`config.mk`:
```
export PLATFORM = sky130hd
export DESIGN_NAME = bezier_smoothed_stereo_compressor_flat
export DESIGN_NICKNAME = d
export VERILOG_FILES = /design/src/design/bssc_pkg.sv /design/src/design/bssc_if.sv /design/src/design/bssc_mul.sv /design/src/design/bssc_csr.sv /design/src/design/bssc_core.sv /design/src/design/bezier_smoothed_stereo_compressor.sv /design/src/flat_wrapper.sv
export SDC_FILE = /design/constraint.sdc
export NUM_CORES = 2
export LEC_CHECK = 0
export BUFFER_PORTS_ARGS = -buffer_cell sky130_fd_sc_hd__buf_2
export CAP_MARGIN = 40
export CORE_UTILIZATION = 30
export CTS_CLUSTER_DIAMETER = 40
export DETAILED_ROUTE_END_ITERATION = 8
export PLACE_DENSITY = 0.41
export SYNTH_ARGS = -nofsm -noshare
export SYNTH_HDL_FRONTEND = slang
export SYNTH_HIERARCHICAL = 1
export SYNTH_SLANG_ARGS = --single-unit
```
`constraint.sdc`:
```
create_clock -name clock -period 21.1 [get_ports clock]
set_clock_uncertainty 0.1 [all_clocks]
set_input_delay 2.11 -clock clock [delete_from_list [all_inputs] [get_ports clock]]
set_output_delay 2.11 -clock clock [all_outputs]
set_load 0.02 [all_outputs]
```
`src/design/bssc_pkg.sv`:
```
// Shared types, widths, register map and reset values of the stereo compressor.
package bssc_pkg;

   // Fixed-point formats
   localparam int COEF_FRAC_BITS = 16;
   localparam int GAIN_W         = COEF_FRAC_BITS + 1;
   localparam logic [GAIN_W-1:0] GAIN_ONE = GAIN_W'(1 << COEF_FRAC_BITS);

   localparam int PHASE_FRAC = 32;
   localparam int PHASE_W    = PHASE_FRAC + 1;
   localparam logic [PHASE_W-1:0] PHASE_ONE = PHASE_W'(1) << PHASE_FRAC;

   localparam int POINT_W     = 32;
   localparam int CURVE_FRAC  = 24;
   localparam int CURVE_W     = POINT_W + 3;
   localparam int CURVE_SHIFT = CURVE_FRAC - COEF_FRAC_BITS;

   // Register widths
   localparam int THR_W  = 19;
   localparam int INV_W  = 17;
   localparam int DET_W  = 17;
   localparam int RATE_W = 29;
   localparam int TRIM_W = 16;
   localparam int MIX_W  = 17;

   // Second operand of the shared multiplier covers the widest rate
   localparam int MUL_B_W = RATE_W;

   // Configuration port
   localparam int CSR_ADDR_W = 5;
   localparam int CSR_DATA_W = 32;

   typedef enum logic [2:0] {
      REG_THRESHOLD,
      REG_INVERSE_THRESHOLD,
      REG_DETECT_LIMIT,
      REG_SEGMENT_RATE,
      REG_RELEASE_RATE,
      REG_PHASE_TRIM,
      REG_DRY_MIX
   } reg_index_type;

   typedef struct packed {
      logic [THR_W-1:0]  threshold;
      logic [INV_W-1:0]  inverse_threshold;
      logic [DET_W-1:0]  detect_limit;
      logic [RATE_W-1:0] segment_rate;
      logic [RATE_W-1:0] release_rate;
      logic [TRIM_W-1:0] phase_trim;
      logic [MIX_W-1:0]  dry_mix;
   } cfg_type;

   localparam cfg_type CFG_RESET = '{
      threshold:         THR_W'(132547),
      inverse_threshold: INV_W'(32403),
      detect_limit:      DET_W'(57600),
      segment_rate:      RATE_W'(8388608),
      release_rate:      RATE_W'(8388608),
      phase_trim:        TRIM_W'(65408),
      dry_mix:           MIX_W'(21349)
   };

   // Sequencer control
   typedef enum logic [2:0] {
      ST_IDLE  = 3'b001,
      ST_CALC  = 3'b010,
      ST_DRAIN = 3'b100
   } state_type;

   typedef enum logic [4:0] {
      SQ_L_GAIN,
      SQ_L_INV,
      SQ_PHASE,
      SQ_R_GAIN,
      SQ_R_INV,
      SQ_WA,
      SQ_WB,
      SQ_WC,
      SQ_LIMIT,
      SQ_HOLD,
      SQ_LEVEL,
      SQ_SEGMENT,
      SQ_OLDEST,
      SQ_MIDDLE,
      SQ_NEWEST,
      SQ_GAIN,
      SQ_WET,
      SQ_DRYCOEF,
      SQ_L_DRY,
      SQ_L_WET,
      SQ_L_THR,
      SQ_R_DRY,
      SQ_R_WET,
      SQ_R_THR
   } step_type;

endpackage

```
`src/design/bssc_if.sv`:
```
// Stream interfaces for sample beats in and compressed beats out.
interface bssc_req_if #(
   parameter int SAMPLE_BITS = 24
) ();
   logic                          valid;
   logic                          ready;
   logic signed [SAMPLE_BITS-1:0] sample_left;
   logic signed [SAMPLE_BITS-1:0] sample_right;

   modport source (output valid, output sample_left, output sample_right, input ready);
   modport sink   (input valid, input sample_left, input sample_right, output ready);
endinterface

interface bssc_rsp_if #(
   parameter int SAMPLE_BITS = 24
) ();
   logic                          valid;
   logic                          ready;
   logic signed [SAMPLE_BITS-1:0] out_left;
   logic signed [SAMPLE_BITS-1:0] out_right;

   modport source (output valid, output out_left, output out_right, input ready);
   modport sink   (input valid, input out_left, input out_right, output ready);
endinterface

```
`src/design/bssc_mul.sv`:
```
// Shared unsigned multiplier with a registered product.
module bssc_mul #(
   parameter int A_W = 33,
   parameter int B_W = 29
) (
   input  logic               clock,
   input  logic               mul_en,
   input  logic [A_W-1:0]     mul_a,
   input  logic [B_W-1:0]     mul_b,
   output logic [A_W+B_W-1:0] prod_ff
);

   logic [A_W+B_W-1:0] prod_in;

   // Form the full-width product
   assign prod_in = (A_W+B_W)'(mul_a) * (A_W+B_W)'(mul_b);

   // Hold the product until the next issued operation
   always_ff @(posedge clock) begin
      if (mul_en) begin
         prod_ff <= prod_in;
      end
   end

endmodule

```
`src/design/bssc_csr.sv`:
```
// APB-style register file for the compressor settings.
module bssc_csr
   import bssc_pkg::*;
(
   input  logic                  clock,
   input  logic                  reset,
   input  logic                  csr_psel,
   input  logic                  csr_penable,
   input  logic                  csr_pwrite,
   input  logic [CSR_ADDR_W-1:0] csr_paddr,
   input  logic [CSR_DATA_W-1:0] csr_pwdata,
   output logic [CSR_DATA_W-1:0] csr_prdata,
   output logic                  csr_pready,
   output cfg_type               cfg
);

   cfg_type       cfg_ff;
   cfg_type       cfg_in;
   reg_index_type reg_index;
   logic          write_en;

   assign reg_index  = reg_index_type'(csr_paddr[CSR_ADDR_W-1:2]);
   assign write_en   = csr_psel && csr_penable && csr_pwrite && csr_pready;
   assign csr_pready = 1'b1;
   assign cfg        = cfg_ff;

   // Decode the write beat
   always_comb begin
      cfg_in = cfg_ff;
      if (write_en) begin
         unique case (reg_index)
            REG_THRESHOLD:         cfg_in.threshold         = csr_pwdata[THR_W-1:0];
            REG_INVERSE_THRESHOLD: cfg_in.inverse_threshold = csr_pwdata[INV_W-1:0];
            REG_DETECT_LIMIT:      cfg_in.detect_limit      = csr_pwdata[DET_W-1:0];
            REG_SEGMENT_RATE:      cfg_in.segment_rate      = csr_pwdata[RATE_W-1:0];
            REG_RELEASE_RATE:      cfg_in.release_rate      = csr_pwdata[RATE_W-1:0];
            REG_PHASE_TRIM:        cfg_in.phase_trim        = csr_pwdata[TRIM_W-1:0];
            REG_DRY_MIX:           cfg_in.dry_mix           = csr_pwdata[MIX_W-1:0];
            default: ;
         endcase
      end
   end

   // Return the addressed register
   always_comb begin
      unique case (reg_index)
         REG_THRESHOLD:         csr_prdata = CSR_DATA_W'(cfg_ff.threshold);
         REG_INVERSE_THRESHOLD: csr_prdata = CSR_DATA_W'(cfg_ff.inverse_threshold);
         REG_DETECT_LIMIT:      csr_prdata = CSR_DATA_W'(cfg_ff.detect_limit);
         REG_SEGMENT_RATE:      csr_prdata = CSR_DATA_W'(cfg_ff.segment_rate);
         REG_RELEASE_RATE:      csr_prdata = CSR_DATA_W'(cfg_ff.release_rate);
         REG_PHASE_TRIM:        csr_prdata = CSR_DATA_W'(cfg_ff.phase_trim);
         REG_DRY_MIX:           csr_prdata = CSR_DATA_W'(cfg_ff.dry_mix);
         default:               csr_prdata = '0;
      endcase
   end

   always_ff @(posedge clock) begin
      if (reset) begin
         cfg_ff <= CFG_RESET;
      end else begin
         cfg_ff <= cfg_in;
      end
   end

endmodule

```
`src/design/bssc_core.sv`:
```
// Step sequencer and datapath around the shared multiplier.
module bssc_core
   import bssc_pkg::*;
#(
   parameter int SAMPLE_BITS = 24
) (
   input  logic                          clock,
   input  logic                          reset,
   input  cfg_type                       cfg,
   input  logic                          in_valid,
   output logic                          in_ready,
   input  logic signed [SAMPLE_BITS-1:0] in_left,
   input  logic signed [SAMPLE_BITS-1:0] in_right,
   output logic                          out_valid,
   input  logic                          out_ready,
   output logic signed [SAMPLE_BITS-1:0] out_left,
   output logic signed [SAMPLE_BITS-1:0] out_right
);

   localparam int SFRAC       = SAMPLE_BITS - 1;
   localparam int HELD_W      = SAMPLE_BITS + 1;
   localparam int MUL_A_W     = (HELD_W > PHASE_W) ? HELD_W : PHASE_W;
   localparam int PROD_W      = MUL_A_W + MUL_B_W;
   localparam int LIM_SHL     = (SFRAC >= COEF_FRAC_BITS) ? SFRAC - COEF_FRAC_BITS : 0;
   localparam int LIM_SHR     = (SFRAC >= COEF_FRAC_BITS) ? 0 : COEF_FRAC_BITS - SFRAC;
   localparam int LIM_BASE_W  = DET_W + 1;
   localparam int CMP_W       = LIM_BASE_W + LIM_SHL + RATE_W;
   localparam int REL_SHIFT   = PHASE_FRAC - SFRAC;
   localparam int LEVEL_SHIFT = SFRAC + 8;
   localparam int LEVEL_W     = 23;
   localparam int WET_W       = SAMPLE_BITS + 3;
   localparam int ACC_W       = SAMPLE_BITS + 4;

   state_type                     state_ff, state_in;
   step_type                      step_ff, step_in;
   logic signed [SAMPLE_BITS-1:0] sl_ff, sl_in, sr_ff, sr_in;
   logic [SAMPLE_BITS-1:0]        ml_ff, ml_in, mr_ff, mr_in;
   logic [GAIN_W-1:0]             x_ff, x_in;
   logic [GAIN_W-1:0]             wa_ff, wa_in, wb_ff, wb_in, wc_ff, wc_in;
   logic [GAIN_W-1:0]             gain_ff, gain_in;
   logic [GAIN_W-1:0]             wl_ff, wl_in, drycoef_ff, drycoef_in;
   logic [HELD_W-1:0]             held_ff, held_in;
   logic [POINT_W-1:0]            level_ff, level_in;
   logic [PHASE_W-1:0]            phase_ff, phase_in;
   logic                          wrap_ff, wrap_in;
   logic [POINT_W-1:0]            newest_ff, newest_in, middle_ff, middle_in;
   logic [POINT_W-1:0]            oldest_ff, oldest_in;
   logic [CURVE_W-1:0]            curve_ff, curve_in;
   logic [ACC_W-1:0]              acc_ff, acc_in;
   logic signed [SAMPLE_BITS-1:0] left_work_ff, left_work_in;
   logic                          rsp_valid_ff, rsp_valid_in;
   logic signed [SAMPLE_BITS-1:0] rsp_left_ff, rsp_left_in, rsp_right_ff, rsp_right_in;

   logic                          mul_en;
   logic [MUL_A_W-1:0]            mul_a;
   logic [MUL_B_W-1:0]            mul_b;
   logic [PROD_W-1:0]             mul_prod;

   logic [SAMPLE_BITS-1:0]        mag_l, mag_r;
   logic [SAMPLE_BITS-1:0]        prod_sample;
   logic [GAIN_W-1:0]             prod_coef;
   logic [POINT_W:0]              prod_point;
   logic [GAIN_W-1:0]             omx, dry, wetfac;
   logic [CMP_W-1:0]              lim_c, peak_c, ctrl_c, rel_c, held_c, decayed_c;
   logic [PHASE_W:0]              phase_sum;
   logic [POINT_W:0]              level_sum;
   logic [POINT_W-1:0]            level_sat;
   logic [CURVE_W-1:0]            curve_total;
   logic [ACC_W-1:0]              out_mag;
   logic                          finish_ok;

   // Saturate a sign and magnitude pair to the sample range
   function automatic logic signed [SAMPLE_BITS-1:0] saturate(
      input logic             neg,
      input logic [ACC_W-1:0] mag
   );
      logic [ACC_W-1:0]              pos_max;
      logic signed [SAMPLE_BITS-1:0] res;
      pos_max = (ACC_W'(1) << SFRAC) - ACC_W'(1);
      if (!neg) begin
         res = (mag > pos_max) ? {1'b0, {SFRAC{1'b1}}} : SAMPLE_BITS'(mag);
      end else if (mag > pos_max + ACC_W'(1)) begin
         res = {1'b1, {SFRAC{1'b0}}};
      end else begin
         res = -(SAMPLE_BITS'(mag));
      end
      return res;
   endfunction

   bssc_mul #(
      .A_W (MUL_A_W),
      .B_W (MUL_B_W)
   ) u_mul (
      .clock   (clock),
      .mul_en  (mul_en),
      .mul_a   (mul_a),
      .mul_b   (mul_b),
      .prod_ff (mul_prod)
   );

   // Common views of the product register
   assign prod_sample = mul_prod[COEF_FRAC_BITS +: SAMPLE_BITS];
   assign prod_coef   = mul_prod[COEF_FRAC_BITS +: GAIN_W];
   assign prod_point  = mul_prod[COEF_FRAC_BITS +: POINT_W+1];

   assign mag_l  = sl_ff[SAMPLE_BITS-1] ? SAMPLE_BITS'(-sl_ff) : SAMPLE_BITS'(sl_ff);
   assign mag_r  = sr_ff[SAMPLE_BITS-1] ? SAMPLE_BITS'(-sr_ff) : SAMPLE_BITS'(sr_ff);
   assign omx    = GAIN_ONE - x_ff;
   assign dry    = (cfg.dry_mix > GAIN_W'(GAIN_ONE)) ? GAIN_ONE : GAIN_W'(cfg.dry_mix);
   assign wetfac = GAIN_ONE - dry;

   // Peak hold: cap the louder channel, decay the held level, keep the larger
   assign lim_c     = (CMP_W'(mul_prod[COEF_FRAC_BITS +: LIM_BASE_W]) << LIM_SHL) >> LIM_SHR;
   assign peak_c    = (ml_ff > mr_ff) ? CMP_W'(ml_ff) : CMP_W'(mr_ff);
   assign ctrl_c    = (peak_c > lim_c) ? lim_c : peak_c;
   assign rel_c     = CMP_W'(cfg.release_rate >> REL_SHIFT);
   assign held_c    = CMP_W'(held_ff);
   assign decayed_c = (held_c > rel_c) ? held_c - rel_c : '0;

   // Segment phase and level sum
   assign phase_sum = (PHASE_W+1)'(phase_ff) + (PHASE_W+1)'(cfg.segment_rate);
   assign level_sum = (POINT_W+1)'(level_ff) + (POINT_W+1)'(mul_prod[LEVEL_SHIFT +: LEVEL_W]);
   assign level_sat = level_sum[POINT_W] ? '1 : level_sum[POINT_W-1:0];

   assign curve_total = curve_ff + CURVE_W'(prod_point);
   assign out_mag     = acc_ff + ACC_W'(mul_prod[COEF_FRAC_BITS +: WET_W]);
   assign finish_ok   = !rsp_valid_ff || out_ready;

   assign in_ready  = (state_ff == ST_IDLE);
   assign out_valid = rsp_valid_ff;
   assign out_left  = rsp_left_ff;
   assign out_right = rsp_right_ff;

   // Select the multiplier operands for each step
   always_comb begin
      mul_en = 1'b0;
      mul_a  = '0;
      mul_b  = '0;
      if (state_ff == ST_CALC) begin
         unique case (step_ff)
            SQ_L_GAIN: begin
               mul_en = 1'b1; mul_a = MUL_A_W'(mag_l); mul_b = MUL_B_W'(gain_ff);
            end
            SQ_L_INV, SQ_R_INV: begin
               mul_en = 1'b1; mul_a = MUL_A_W'(prod_sample);
               mul_b  = MUL_B_W'(cfg.inverse_threshold);
            end
            SQ_PHASE: begin
               mul_en = 1'b1; mul_a = MUL_A_W'(phase_ff); mul_b = MUL_B_W'(cfg.phase_trim);
            end
            SQ_R_GAIN: begin
               mul_en = 1'b1; mul_a = MUL_A_W'(mag_r); mul_b = MUL_B_W'(gain_ff);
            end
            SQ_WA: begin
               mul_en = 1'b1; mul_a = MUL_A_W'(omx); mul_b = MUL_B_W'(omx);
            end
            SQ_WB: begin
               mul_en = 1'b1; mul_a = MUL_A_W'(omx); mul_b = MUL_B_W'(x_ff);
            end
            SQ_WC: begin
               mul_en = 1'b1; mul_a = MUL_A_W'(x_ff); mul_b = MUL_B_W'(x_ff);
            end
            SQ_LIMIT: begin
               mul_en = 1'b1; mul_a = MUL_A_W'(cfg.detect_limit); mul_b = MUL_B_W'(gain_ff);
            end
            SQ_LEVEL: begin
               mul_en = 1'b1; mul_a = MUL_A_W'(held_ff); mul_b = MUL_B_W'(cfg.segment_rate);
            end
            SQ_OLDEST: begin
               mul_en = 1'b1; mul_a = MUL_A_W'(oldest_ff); mul_b = MUL_B_W'(wa_ff);
            end
            SQ_MIDDLE: begin
               mul_en = 1'b1; mul_a = MUL_A_W'(middle_ff); mul_b = MUL_B_W'(wb_ff);
            end
            SQ_NEWEST: begin
               mul_en = 1'b1; mul_a = MUL_A_W'(newest_ff); mul_b = MUL_B_W'(wc_ff);
            end
            SQ_WET: begin
               mul_en = 1'b1; mul_a = MUL_A_W'(gain_ff); mul_b = MUL_B_W'(wetfac);
            end
            SQ_DRYCOEF: begin
               mul_en = 1'b1; mul_a = MUL_A_W'(dry);
               mul_b  = MUL_B_W'(GAIN_ONE - prod_coef);
            end
            SQ_L_DRY: begin
               mul_en = 1'b1; mul_a = MUL_A_W'(mag_l); mul_b = MUL_B_W'(prod_coef);
            end
            SQ_L_WET: begin
               mul_en = 1'b1; mul_a = MUL_A_W'(ml_ff); mul_b = MUL_B_W'(wl_ff);
            end
            SQ_L_THR, SQ_R_THR: begin
               mul_en = 1'b1; mul_a = MUL_A_W'(prod_sample); mul_b = MUL_B_W'(cfg.threshold);
            end
            SQ_R_DRY: begin
               mul_en = 1'b1; mul_a = MUL_A_W'(mag_r); mul_b = MUL_B_W'(drycoef_ff);
            end
            SQ_R_WET: begin
               mul_en = 1'b1; mul_a = MUL_A_W'(mr_ff); mul_b = MUL_B_W'(wl_ff);
            end
            default: ;
         endcase
      end
   end

   // Advance the sequencer and capture step results
   always_comb begin
      state_in     = state_ff;
      step_in      = step_ff;
      sl_in        = sl_ff;
      sr_in        = sr_ff;
      ml_in        = ml_ff;
      mr_in        = mr_ff;
      x_in         = x_ff;
      wa_in        = wa_ff;
      wb_in        = wb_ff;
      wc_in        = wc_ff;
      gain_in      = gain_ff;
      wl_in        = wl_ff;
      drycoef_in   = drycoef_ff;
      held_in      = held_ff;
      level_in     = level_ff;
      phase_in     = phase_ff;
      wrap_in      = wrap_ff;
      newest_in    = newest_ff;
      middle_in    = middle_ff;
      oldest_in    = oldest_ff;
      curve_in     = curve_ff;
      acc_in       = acc_ff;
      left_work_in = left_work_ff;
      rsp_valid_in = rsp_valid_ff;
      rsp_left_in  = rsp_left_ff;
      rsp_right_in = rsp_right_ff;

      // Drop the result once taken
      if (out_ready) begin
         rsp_valid_in = 1'b0;
      end

      unique case (state_ff)
         ST_IDLE: begin
            if (in_valid) begin
               sl_in    = in_left;
               sr_in    = in_right;
               step_in  = SQ_L_GAIN;
               state_in = ST_CALC;
            end
         end
         ST_CALC: begin
            step_in = step_type'(step_ff + 5'd1);
            if (step_ff == SQ_R_THR) begin
               state_in = ST_DRAIN;
            end
            unique case (step_ff)
               SQ_L_GAIN: begin
                  wrap_in  = (phase_sum > (PHASE_W+1)'(PHASE_ONE));
                  phase_in = wrap_in ? '0 : phase_sum[PHASE_W-1:0];
               end
               SQ_PHASE:  ml_in = prod_sample;
               SQ_R_GAIN: begin
                  x_in = mul_prod[PHASE_FRAC +: GAIN_W];
                  if (x_in > GAIN_ONE) begin
                     x_in = GAIN_ONE;
                  end
               end
               SQ_WA:     mr_in = prod_sample;
               SQ_WB:     wa_in = prod_coef;
               SQ_WC:     wb_in = mul_prod[COEF_FRAC_BITS-1 +: GAIN_W];
               SQ_LIMIT:  wc_in = prod_coef;
               SQ_HOLD:   held_in = HELD_W'((ctrl_c > decayed_c) ? ctrl_c : decayed_c);
               SQ_SEGMENT: begin
                  if (wrap_ff) begin
                     oldest_in = middle_ff;
                     middle_in = newest_ff;
                     newest_in = level_sat;
                     level_in  = '0;
                  end else begin
                     level_in = level_sat;
                  end
               end
               SQ_MIDDLE: curve_in = CURVE_W'(middle_ff) + CURVE_W'(prod_point);
               SQ_NEWEST: curve_in = curve_total;
               SQ_GAIN: begin
                  if (curve_total >= (CURVE_W'(1) << CURVE_FRAC)) begin
                     gain_in = '0;
                  end else begin
                     gain_in = GAIN_ONE - GAIN_W'(curve_total >> CURVE_SHIFT);
                  end
               end
               SQ_DRYCOEF: wl_in = prod_coef;
               SQ_L_DRY:   drycoef_in = prod_coef;
               SQ_L_WET, SQ_R_WET: acc_in = ACC_W'(prod_sample);
               SQ_R_DRY:   left_work_in = saturate(sl_ff[SAMPLE_BITS-1], out_mag);
               default: ;
            endcase
         end
         ST_DRAIN: begin
            // Hold the finished pair until the output register frees up
            if (finish_ok) begin
               rsp_valid_in = 1'b1;
               rsp_left_in  = left_work_ff;
               rsp_right_in = saturate(sr_ff[SAMPLE_BITS-1], out_mag);
               state_in     = ST_IDLE;
            end
         end
         default: state_in = ST_IDLE;
      endcase
   end

   // Control and compressor state
   always_ff @(posedge clock) begin
      if (reset) begin
         state_ff     <= ST_IDLE;
         step_ff      <= SQ_L_GAIN;
         rsp_valid_ff <= 1'b0;
         gain_ff      <= '0;
         held_ff      <= '0;
         level_ff     <= '0;
         phase_ff     <= PHASE_ONE;
         wrap_ff      <= 1'b0;
         newest_ff    <= '0;
         middle_ff    <= '0;
         oldest_ff    <= '0;
      end else begin
         state_ff     <= state_in;
         step_ff      <= step_in;
         rsp_valid_ff <= rsp_valid_in;
         gain_ff      <= gain_in;
         held_ff      <= held_in;
         level_ff     <= level_in;
         phase_ff     <= phase_in;
         wrap_ff      <= wrap_in;
         newest_ff    <= newest_in;
         middle_ff    <= middle_in;
         oldest_ff    <= oldest_in;
      end
   end

   // Working payload
   always_ff @(posedge clock) begin
      sl_ff        <= sl_in;
      sr_ff        <= sr_in;
      ml_ff        <= ml_in;
      mr_ff        <= mr_in;
      x_ff         <= x_in;
      wa_ff        <= wa_in;
      wb_ff        <= wb_in;
      wc_ff        <= wc_in;
      wl_ff        <= wl_in;
      drycoef_ff   <= drycoef_in;
      curve_ff     <= curve_in;
      acc_ff       <= acc_in;
      left_work_ff <= left_work_in;
      rsp_left_ff  <= rsp_left_in;
      rsp_right_ff <= rsp_right_in;
   end

   a_accept_blocks: assert property (@(posedge clock) disable iff (reset)
      (in_valid && in_ready) |=> !in_ready)
      else $error("input beat accepted while an item is in flight");

   a_gain_range: assert property (@(posedge clock) disable iff (reset)
      gain_ff <= GAIN_ONE)
      else $error("gain above unity");

   a_phase_range: assert property (@(posedge clock) disable iff (reset)
      phase_ff <= PHASE_ONE)
      else $error("segment phase above one");

   a_last_step: assert property (@(posedge clock) disable iff (reset)
      (state_ff == ST_CALC && step_ff == SQ_R_THR) |=> (state_ff == ST_DRAIN))
      else $error("sequencer skipped the output step");

   a_drain_waits: assert property (@(posedge clock) disable iff (reset)
      (state_ff == ST_DRAIN && rsp_valid_ff && !out_ready) |=> (state_ff == ST_DRAIN))
      else $error("result overwritten while the output register is full");

endmodule

```
`src/design/bezier_smoothed_stereo_compressor.sv`:
```
// Top level of the linked-gain stereo compressor with Bezier gain smoothing.
//
//   Port group   Direction  Beat contents
//   req          in         sample_left, sample_right (signed Q1.(SAMPLE_BITS-1))
//   rsp          out        out_left, out_right (signed, saturated)
//   csr_*        in/out     APB-style register writes and reads, 4-byte stride
//
// An item passes the accept cycle, 24 sequencer steps and one output step that can stall.
// Every product goes through the single registered multiplier, at most one per step.
// A new beat is taken only while the sequencer is idle; a result waiting in the
// output register does not block the next accept, only the output step of the next item.
// Synchronous reset restores the register defaults, zero gain and a full segment phase.
module bezier_smoothed_stereo_compressor
   import bssc_pkg::*;
#(
   parameter int SAMPLE_BITS = 24
) (
   input  logic                  clock,
   input  logic                  reset,
   bssc_req_if.sink              req,
   bssc_rsp_if.source            rsp,
   input  logic                  csr_psel,
   input  logic                  csr_penable,
   input  logic                  csr_pwrite,
   input  logic [CSR_ADDR_W-1:0] csr_paddr,
   input  logic [CSR_DATA_W-1:0] csr_pwdata,
   output logic [CSR_DATA_W-1:0] csr_prdata,
   output logic                  csr_pready
);

   cfg_type cfg;

   // Register file
   bssc_csr u_csr (
      .clock       (clock),
      .reset       (reset),
      .csr_psel    (csr_psel),
      .csr_penable (csr_penable),
      .csr_pwrite  (csr_pwrite),
      .csr_paddr   (csr_paddr),
      .csr_pwdata  (csr_pwdata),
      .csr_prdata  (csr_prdata),
      .csr_pready  (csr_pready),
      .cfg         (cfg)
   );

   // Sequenced datapath
   bssc_core #(
      .SAMPLE_BITS (SAMPLE_BITS)
   ) u_core (
      .clock     (clock),
      .reset     (reset),
      .cfg       (cfg),
      .in_valid  (req.valid),
      .in_ready  (req.ready),
      .in_left   (req.sample_left),
      .in_right  (req.sample_right),
      .out_valid (rsp.valid),
      .out_ready (rsp.ready),
      .out_left  (rsp.out_left),
      .out_right (rsp.out_right)
   );

endmodule
```
`src/flat_wrapper.sv`:
```
// flat-port wrapper written by rule: the top's interface ports become plain ports
module bezier_smoothed_stereo_compressor_flat import bssc_pkg::*;
#(
   parameter int SAMPLE_BITS = 24
)
  (clock, reset, csr_psel, csr_penable, csr_pwrite, csr_paddr, csr_pwdata, csr_prdata, csr_pready, req_valid, req_sample_left, req_sample_right, req_ready, rsp_valid, rsp_out_left, rsp_out_right, rsp_ready);
  bssc_req_if #(.SAMPLE_BITS(SAMPLE_BITS)) req_i ();
  bssc_rsp_if #(.SAMPLE_BITS(SAMPLE_BITS)) rsp_i ();
  input  logic clock;
  input  logic reset;
  input  logic csr_psel;
  input  logic csr_penable;
  input  logic csr_pwrite;
  input  logic [CSR_ADDR_W-1:0] csr_paddr;
  input  logic [CSR_DATA_W-1:0] csr_pwdata;
  output logic [CSR_DATA_W-1:0] csr_prdata;
  output logic csr_pready;
  input wire logic [$bits(req_i.valid)-1:0] req_valid;
  input wire logic [$bits(req_i.sample_left)-1:0] req_sample_left;
  input wire logic [$bits(req_i.sample_right)-1:0] req_sample_right;
  output wire logic [$bits(req_i.ready)-1:0] req_ready;
  output wire logic [$bits(rsp_i.valid)-1:0] rsp_valid;
  output wire logic [$bits(rsp_i.out_left)-1:0] rsp_out_left;
  output wire logic [$bits(rsp_i.out_right)-1:0] rsp_out_right;
  input wire logic [$bits(rsp_i.ready)-1:0] rsp_ready;
  assign req_i.valid = req_valid;
  assign req_i.sample_left = req_sample_left;
  assign req_i.sample_right = req_sample_right;
  assign req_ready = req_i.ready;
  assign rsp_valid = rsp_i.valid;
  assign rsp_out_left = rsp_i.out_left;
  assign rsp_out_right = rsp_i.out_right;
  assign rsp_i.ready = rsp_ready;
  bezier_smoothed_stereo_compressor #(.SAMPLE_BITS(SAMPLE_BITS)) u_core (.clock(clock), .reset(reset), .req(req_i), .rsp(rsp_i), .csr_psel(csr_psel), .csr_penable(csr_penable), .csr_pwrite(csr_pwrite), .csr_paddr(csr_paddr), .csr_pwdata(csr_pwdata), .csr_prdata(csr_prdata), .csr_pready(csr_pready));
endmodule
```
=== Yosys cells after proc, flatten, opt, wreduce, memory -nomap -nowiden ===
Index checks and enable logic that the tools add are counted.

* Bits of input ports: 92
* Register bits after elaboration: 740
* Logic and storage cells: 171
* Output and inout port bits: 83

* $mul: 1
* $lt $le $gt $ge: 10
* Equality and inequality tests: 35
* Add/sub/neg operators: 14
* Multiplexer cells: 32
* Reduce and logical (&&, ||, !) cells: 45

{| class="wikitable"
|+ Operators by type and width
! operator !! number
|-
| $pmux W33 S15 || 1
|-
| $pmux W29 S15 || 1
|-
| $pmux W29 S7 || 1
|-
| $mux W24 || 7
|-
| $neg A24 Y24 || 3
|-
| $pmux W35 S2 || 1
|-
| $mux W33 || 2
|-
| $mux W32 || 2
|-
| $gt A25 B54 Y1 || 1
|-
| $mul A33 B29 Y54 || 1
|-
| $mux W54 || 1
|-
| $sub A17 B17 Y17 const A || 3
|-
| $mux W25 || 2
|-
| $reduce_and A2 Y1 || 25
|-
| $eq A5 B4 Y1 const B || 8
|-
| $eq A5 B5 Y1 const B || 8
|-
| $add A35 B33 Y35 || 1
|-
| $ge A35 B25 Y1 const B || 1
|-
| $add A32 B33 Y34 || 1
|-
| $add A33 B29 Y34 || 1
|-
| $gt A17 B17 Y1 const B || 2
|-
| $gt A34 B33 Y1 const B || 1
|-
| $mux W17 || 2
|-
| $add A32 B23 Y33 || 1
|-
| 34 further kinds || 60
|}

=== Depth between registers and ports, before layout ===
* Depth in word-level cells: 6
* Gate-level depth with buffers: 43

=== Modules after synthesis ===
Netlist, hierarchy kept.

{| class="wikitable"
|+ By module, submodules not included
! module !! cells an instance !! times used !! area each (um^2) !! sequential area each (um^2)
|-
| bssc_core || 4,130 || 1 || 36,478.7 || 14,143.6
|-
| bssc_mul || 3,567 || 1 || 33,161.8 || 1,861.8
|-
| bssc_csr || 714 || 1 || 6,995.5 || 2,882.8
|}

=== Least setup slack after synthesis ===
No wires, ideal clock.

* Kind: register to register
* Start point: reg u_core.u_core.sr_ff[7]
* End point: reg, netlist name u_core/u_core/u_mul/prod_ff[61]
* Library setup time: 264 ps
* Required time: 20,736 ps
* Stages on the path, launching flop included: 34
* Buffers on the path: 3
* Period minus slack after synthesis: 9,537 ps
* Slack: 11,563 ps
* Arrival: 9,173 ps
* Cell sequence: edfxtp_1 or3_1 or2_2 or3_1 or4_1 o41ai_1 xnor2_1 a221oi_1 nor2_1 clkbuf_1 clkbuf_1 nand2_1 fa_1 fa_1 fa_1 fa_1 inv_1 fa_1 fa_1 fa_1 inv_1 fa_1 inv_1 ha_1 clkbuf_1 nand2_1 nor2_1 nand2_1 o31ai_4 o21ai_2 o221ai_2 nand4_2 o41ai_2 xnor2_1

{| class="wikitable"
|+ RTL lines
! what !! line !! text
|-
| from (decl) || bssc_core.sv:36 || <nowiki>logic signed [SAMPLE_BITS-1:0] sl_ff, sl_in, sr_ff, sr_in;</nowiki>
|-
| from (signal assigned) || bssc_core.sv:341 || <nowiki>sr_ff <= sr_in;</nowiki>
|}

=== Worst setup path in the final report ===
* Start point: reg u_core.u_core.step_ff[4]
* End point: reg u_core.u_core.u_mul.prod_ff[50] (data pin)

* Word-level cells in the longest chain between the ends: 5
* Elaborated cells between the ends (all ways): 35
* Classes of those cells: mul (1); eq/ne (20); mux (4); reduce/logical (10)

{| class="wikitable"
|+ RTL lines
! what !! line !! text
|-
| from (decl) || bssc_core.sv:35 || <nowiki>step_type step_ff, step_in;</nowiki>
|-
| from (signal assigned) || bssc_core.sv:325 || <nowiki>step_ff <= step_in;</nowiki>
|-
| $eq A5 B2 Y1 (tied with other cells) || bssc_core.sv:140 || <nowiki>unique case (step_ff)</nowiki>
|-
| $reduce_or A3 Y1 (no line) or $reduce_or A2 Y1 (tied branches) || - ||
|-
| $pmux W29 S15 * || bssc_core.sv:140 ||
|-
| $mux W29 * || bssc_core.sv:139 || <nowiki>if (state_ff == ST_CALC) begin</nowiki>
|-
| net u_core.u_core.mul_b[10] || bssc_core.sv:56 || <nowiki>logic [MUL_B_W-1:0] mul_b;</nowiki>
|-
| $mul A33 B29 Y54 * || bssc_mul.sv:16 || <nowiki>assign prod_in = (A_W+B_W)'(mul_a) * (A_W+B_W)'(mul_b);</nowiki>
|-
| net u_core.u_core.u_mul.prod_in[50] || bssc_mul.sv:13 || <nowiki>logic [A_W+B_W-1:0] prod_in;</nowiki>
|-
| to (signal assigned) || bssc_mul.sv:21 || <nowiki>prod_ff <= prod_in;</nowiki>
|-
| to (decl) || bssc_mul.sv:10 || <nowiki>output logic [A_W+B_W-1:0] prod_ff</nowiki>
|}

The timed path passes the listed nets; every way through them passes the cells marked *.
A chain may end at the register's enable or synchronous reset.

==> flow_summary_export.csv <==
group,metric,value,unit
power,intPower,2.77,mW
clocking,post_cts_buffers,0,
clocking,clk_pin_slew,0.06,ns
sta,period_share,59.7,%
sta,report.final.setup_viol,0,
sta,finalHoldViolations,0,
yosys,synth_area,74200,um2
sta,fin_hold_ws,0.314,ns
yosys,avgSynthCellArea,9.07,um2
global_routing,antenna_found_initial,15,
route,vias_per_cell,5.29,
sta,finalMaxSlewViolations,0,
route,wl_per_cell,26.5,um
place,placed_cells,11262,
die,rows,182,
critical_path,cp.required,21.53,ns
critical_path,path_class,"reg -> reg",
critical_path,cp_common_cell,"fa_1",
global_routing,grt_max_degree,77,
die,ioPinCount,175,
power,powerDensity,45.3,nW/um2
clocking,cts_tree,"yes",
global_routing,track_usage,24.1,%
hold_path,hold_path_class,"reg -> reg",
die,core,246000,um2
global_routing,grt_pass1_wl,441000,um
global_routing,overflow,0,
power,switching_share,26.7,%
clocking,cts.hold.buffers_added,0,
power,pwr-share-comb,5.7,%
critical_path,startpoint_type,"flop",
clocking,cts_root_buf,"clkbuf_16",
clocking,numCtsBuffers,120,
layout,final_cell_count_no_fill,11513,
critical_path,slowest_delay,0.80,ns
power,switchingPower,1.01,mW
place,place_ws,8.56,ns
sta,period_needed,12.60,ns
critical_path,crit_path_max_fanout,52,
route,ant_nets,0,
sta,rsz0062_at_grt,"no",
global_routing,grt_pass1_vias,61940,
job,cap_violations,0,
power,pwr-share-clk,54.7,%
die,die_area,249000,um2
status,status,"finished, final reports clean",
sta,fin_ws,8.50,ns
clocking,clkLatencyLatePin,0.81,ns
route,drtIter0Drc,4873,
place,port_buffers,165,
power,leakagePower,35.6,nW
yosys,ys.warnings.count,6,
layout,layout.nets,9520,
sta,relSlewSlack,24.2,%
route,vias,60875,
route,dr.pass1.iters,7,
die,die_h,499,um
route,drc,0,
sta,fmax,79.3,MHz
power,peakVddDrop,0.0645,mV
power,p_seq_share,39.6,%
layout,area_delta_synth_final,12.6,%
layout,fillCellCount,25557,
clocking,clock-sinks,725,
layout,drive_above_1_share,9.67,%
sta,worst_pin_slew,1.14,ns
power,total_power,3.78,mW
critical_path,cp.arrival,13.04,ns
die,die_w,499,um
clocking,cts.path.max_buffers,3,
place,routabilityCongestion,0.946,
route,routed_wl,305000,um
critical_path,end_kind,"flop",
die,start_util,30.2,%
critical_path,slowest_stage,"a222oi_1",
clocking,cts_resized,0,
place,hpwl,232000,um
clocking,htreeDepth,3,
sta,setup-tns-final,0,ns
yosys,syn_inst,8183,
[worst paths after layout]
| kind | from | to | slack (ns) | cells past startpoint |
|---|---|---|---|---|
| worst max-delay path | u_core/u_core/step_ff[4]$_SDFFE_PP0P_ | u_core/u_core/u_mul/prod_ff[50]$_DFFE_PP_ | 8.50 | 35 |
| worst min-delay path | u_core/u_core/left_work_ff[5]$_DFFE_PP_ | u_core/u_core/out_left[5]$_DFFE_PP_ | 0.31 | 0 |
| worst max register to register | u_core/u_core/step_ff[4]$_SDFFE_PP0P_ | u_core/u_core/u_mul/prod_ff[50]$_DFFE_PP_ | 8.50 | 35 |
| worst min register to register | u_core/u_core/left_work_ff[5]$_DFFE_PP_ | u_core/u_core/out_left[5]$_DFFE_PP_ | 0.31 | 0 |
[per-layer routing]
layer	track usage [%]	up-vias	share of wire, %
met3	2.63	390	5.1
met5	0	-	0.0043
met2	39.8	1832	47
li1	-	27568	-
met1	31.8	31083	44
met4	10.4	2	4.4
[per-stage QoR]
stage | util (%) | instance area [um2]
floorplan | - | 74200
global placement | 32.0 | 78800
detailed placement | 32.2 | 79200
CTS | 33.9 | 83500
global route | 34.0 | 83500
finish | 34.0 | 83500
[layout make-up]
cell class	count	area (um2)	share of cell area (%)
Multi-Input combinational cell	5959	50700	60.7
Sequential cell	725	18200	21.8
Tap cell	3220	4030	4.82
Inverter	995	3730	4.47
Clock buffer	143	3280	3.93
Timing Repair Buffer	364	2520	3.01
Clock inverter	86	998	1.20
Antenna cell	21	52.6	0.0629
[sequential cells by signal (all words and copies together), names as in the netlist, 24 cells and up]
register                     count
u_core/u_core/curve_ff          35
u_core/u_core/level_ff          32
u_core/u_core/sl_ff             24
u_core/u_core/out_left          24
u_core/u_csr/cfg               144
u_core/u_core/u_mul/prod_ff     39
u_core/u_core/acc_ff            24
u_core/u_core/oldest_ff         32
u_core/u_core/middle_ff         32
u_core/u_core/ml_ff             24
u_core/u_core/mr_ff             24
u_core/u_core/out_right         24
u_core/u_core/left_work_ff      24
u_core/u_core/held_ff           25
u_core/u_core/newest_ff         32
u_core/u_core/phase_ff          33
u_core/u_core/sr_ff             24
[cells in the final DEF (no fill, tap or decap), drive strengths merged, types with 24 or more instances in the layout]
cell type / count
nand3: 112
a21o: 119
nand2b: 127
nor3: 92
inv: 1029
a211oi: 59
a22o: 30
xnor2: 190
nand4: 79
a222oi: 84
and2: 550
dfxtp: 357
nor2: 422
a221oi: 56
nand2: 950
or4: 24
mux2i: 177
or2: 31
or3: 29
and3: 51
o31ai: 47
clkbuf: 143
o21ai: 289
ha: 444
a21oi: 544
o21bai: 33
fa: 819
a22oi: 82
o211ai: 27
xor2: 80
mux2: 25
edfxtp: 368
nor4: 35
o21a: 37
buf: 362
clkinv: 39
nor2b: 47
a31oi: 44
[power groups by stage]
stage | combinational (mW) | sequential, mW | clock [mW]
finish | 0.214 | 1.50 | 2.07
global route | 0.227 | 1.50 | 2.17
CTS | 0.214 | 1.50 | 2.11
detailed placement | 0.213 | 1.53 | 0
global placement | 0.211 | 1.53 | 0
floorplan | 0.123 | 1.52 | 0
[critical path: cells and delay by family, from the launching register on]
kind                       cells  cell delay (ns)
adders and majority gates      9             4.40
and+or+nand+nor               11             2.73
AOI/OAI and AO/OA              7             3.08
buffers and inverters          7             1.05
DFF                            1             0.78
xor gates and xnor gates       1             0.10
No activity file was read; power rests on OpenSTA's default activity.
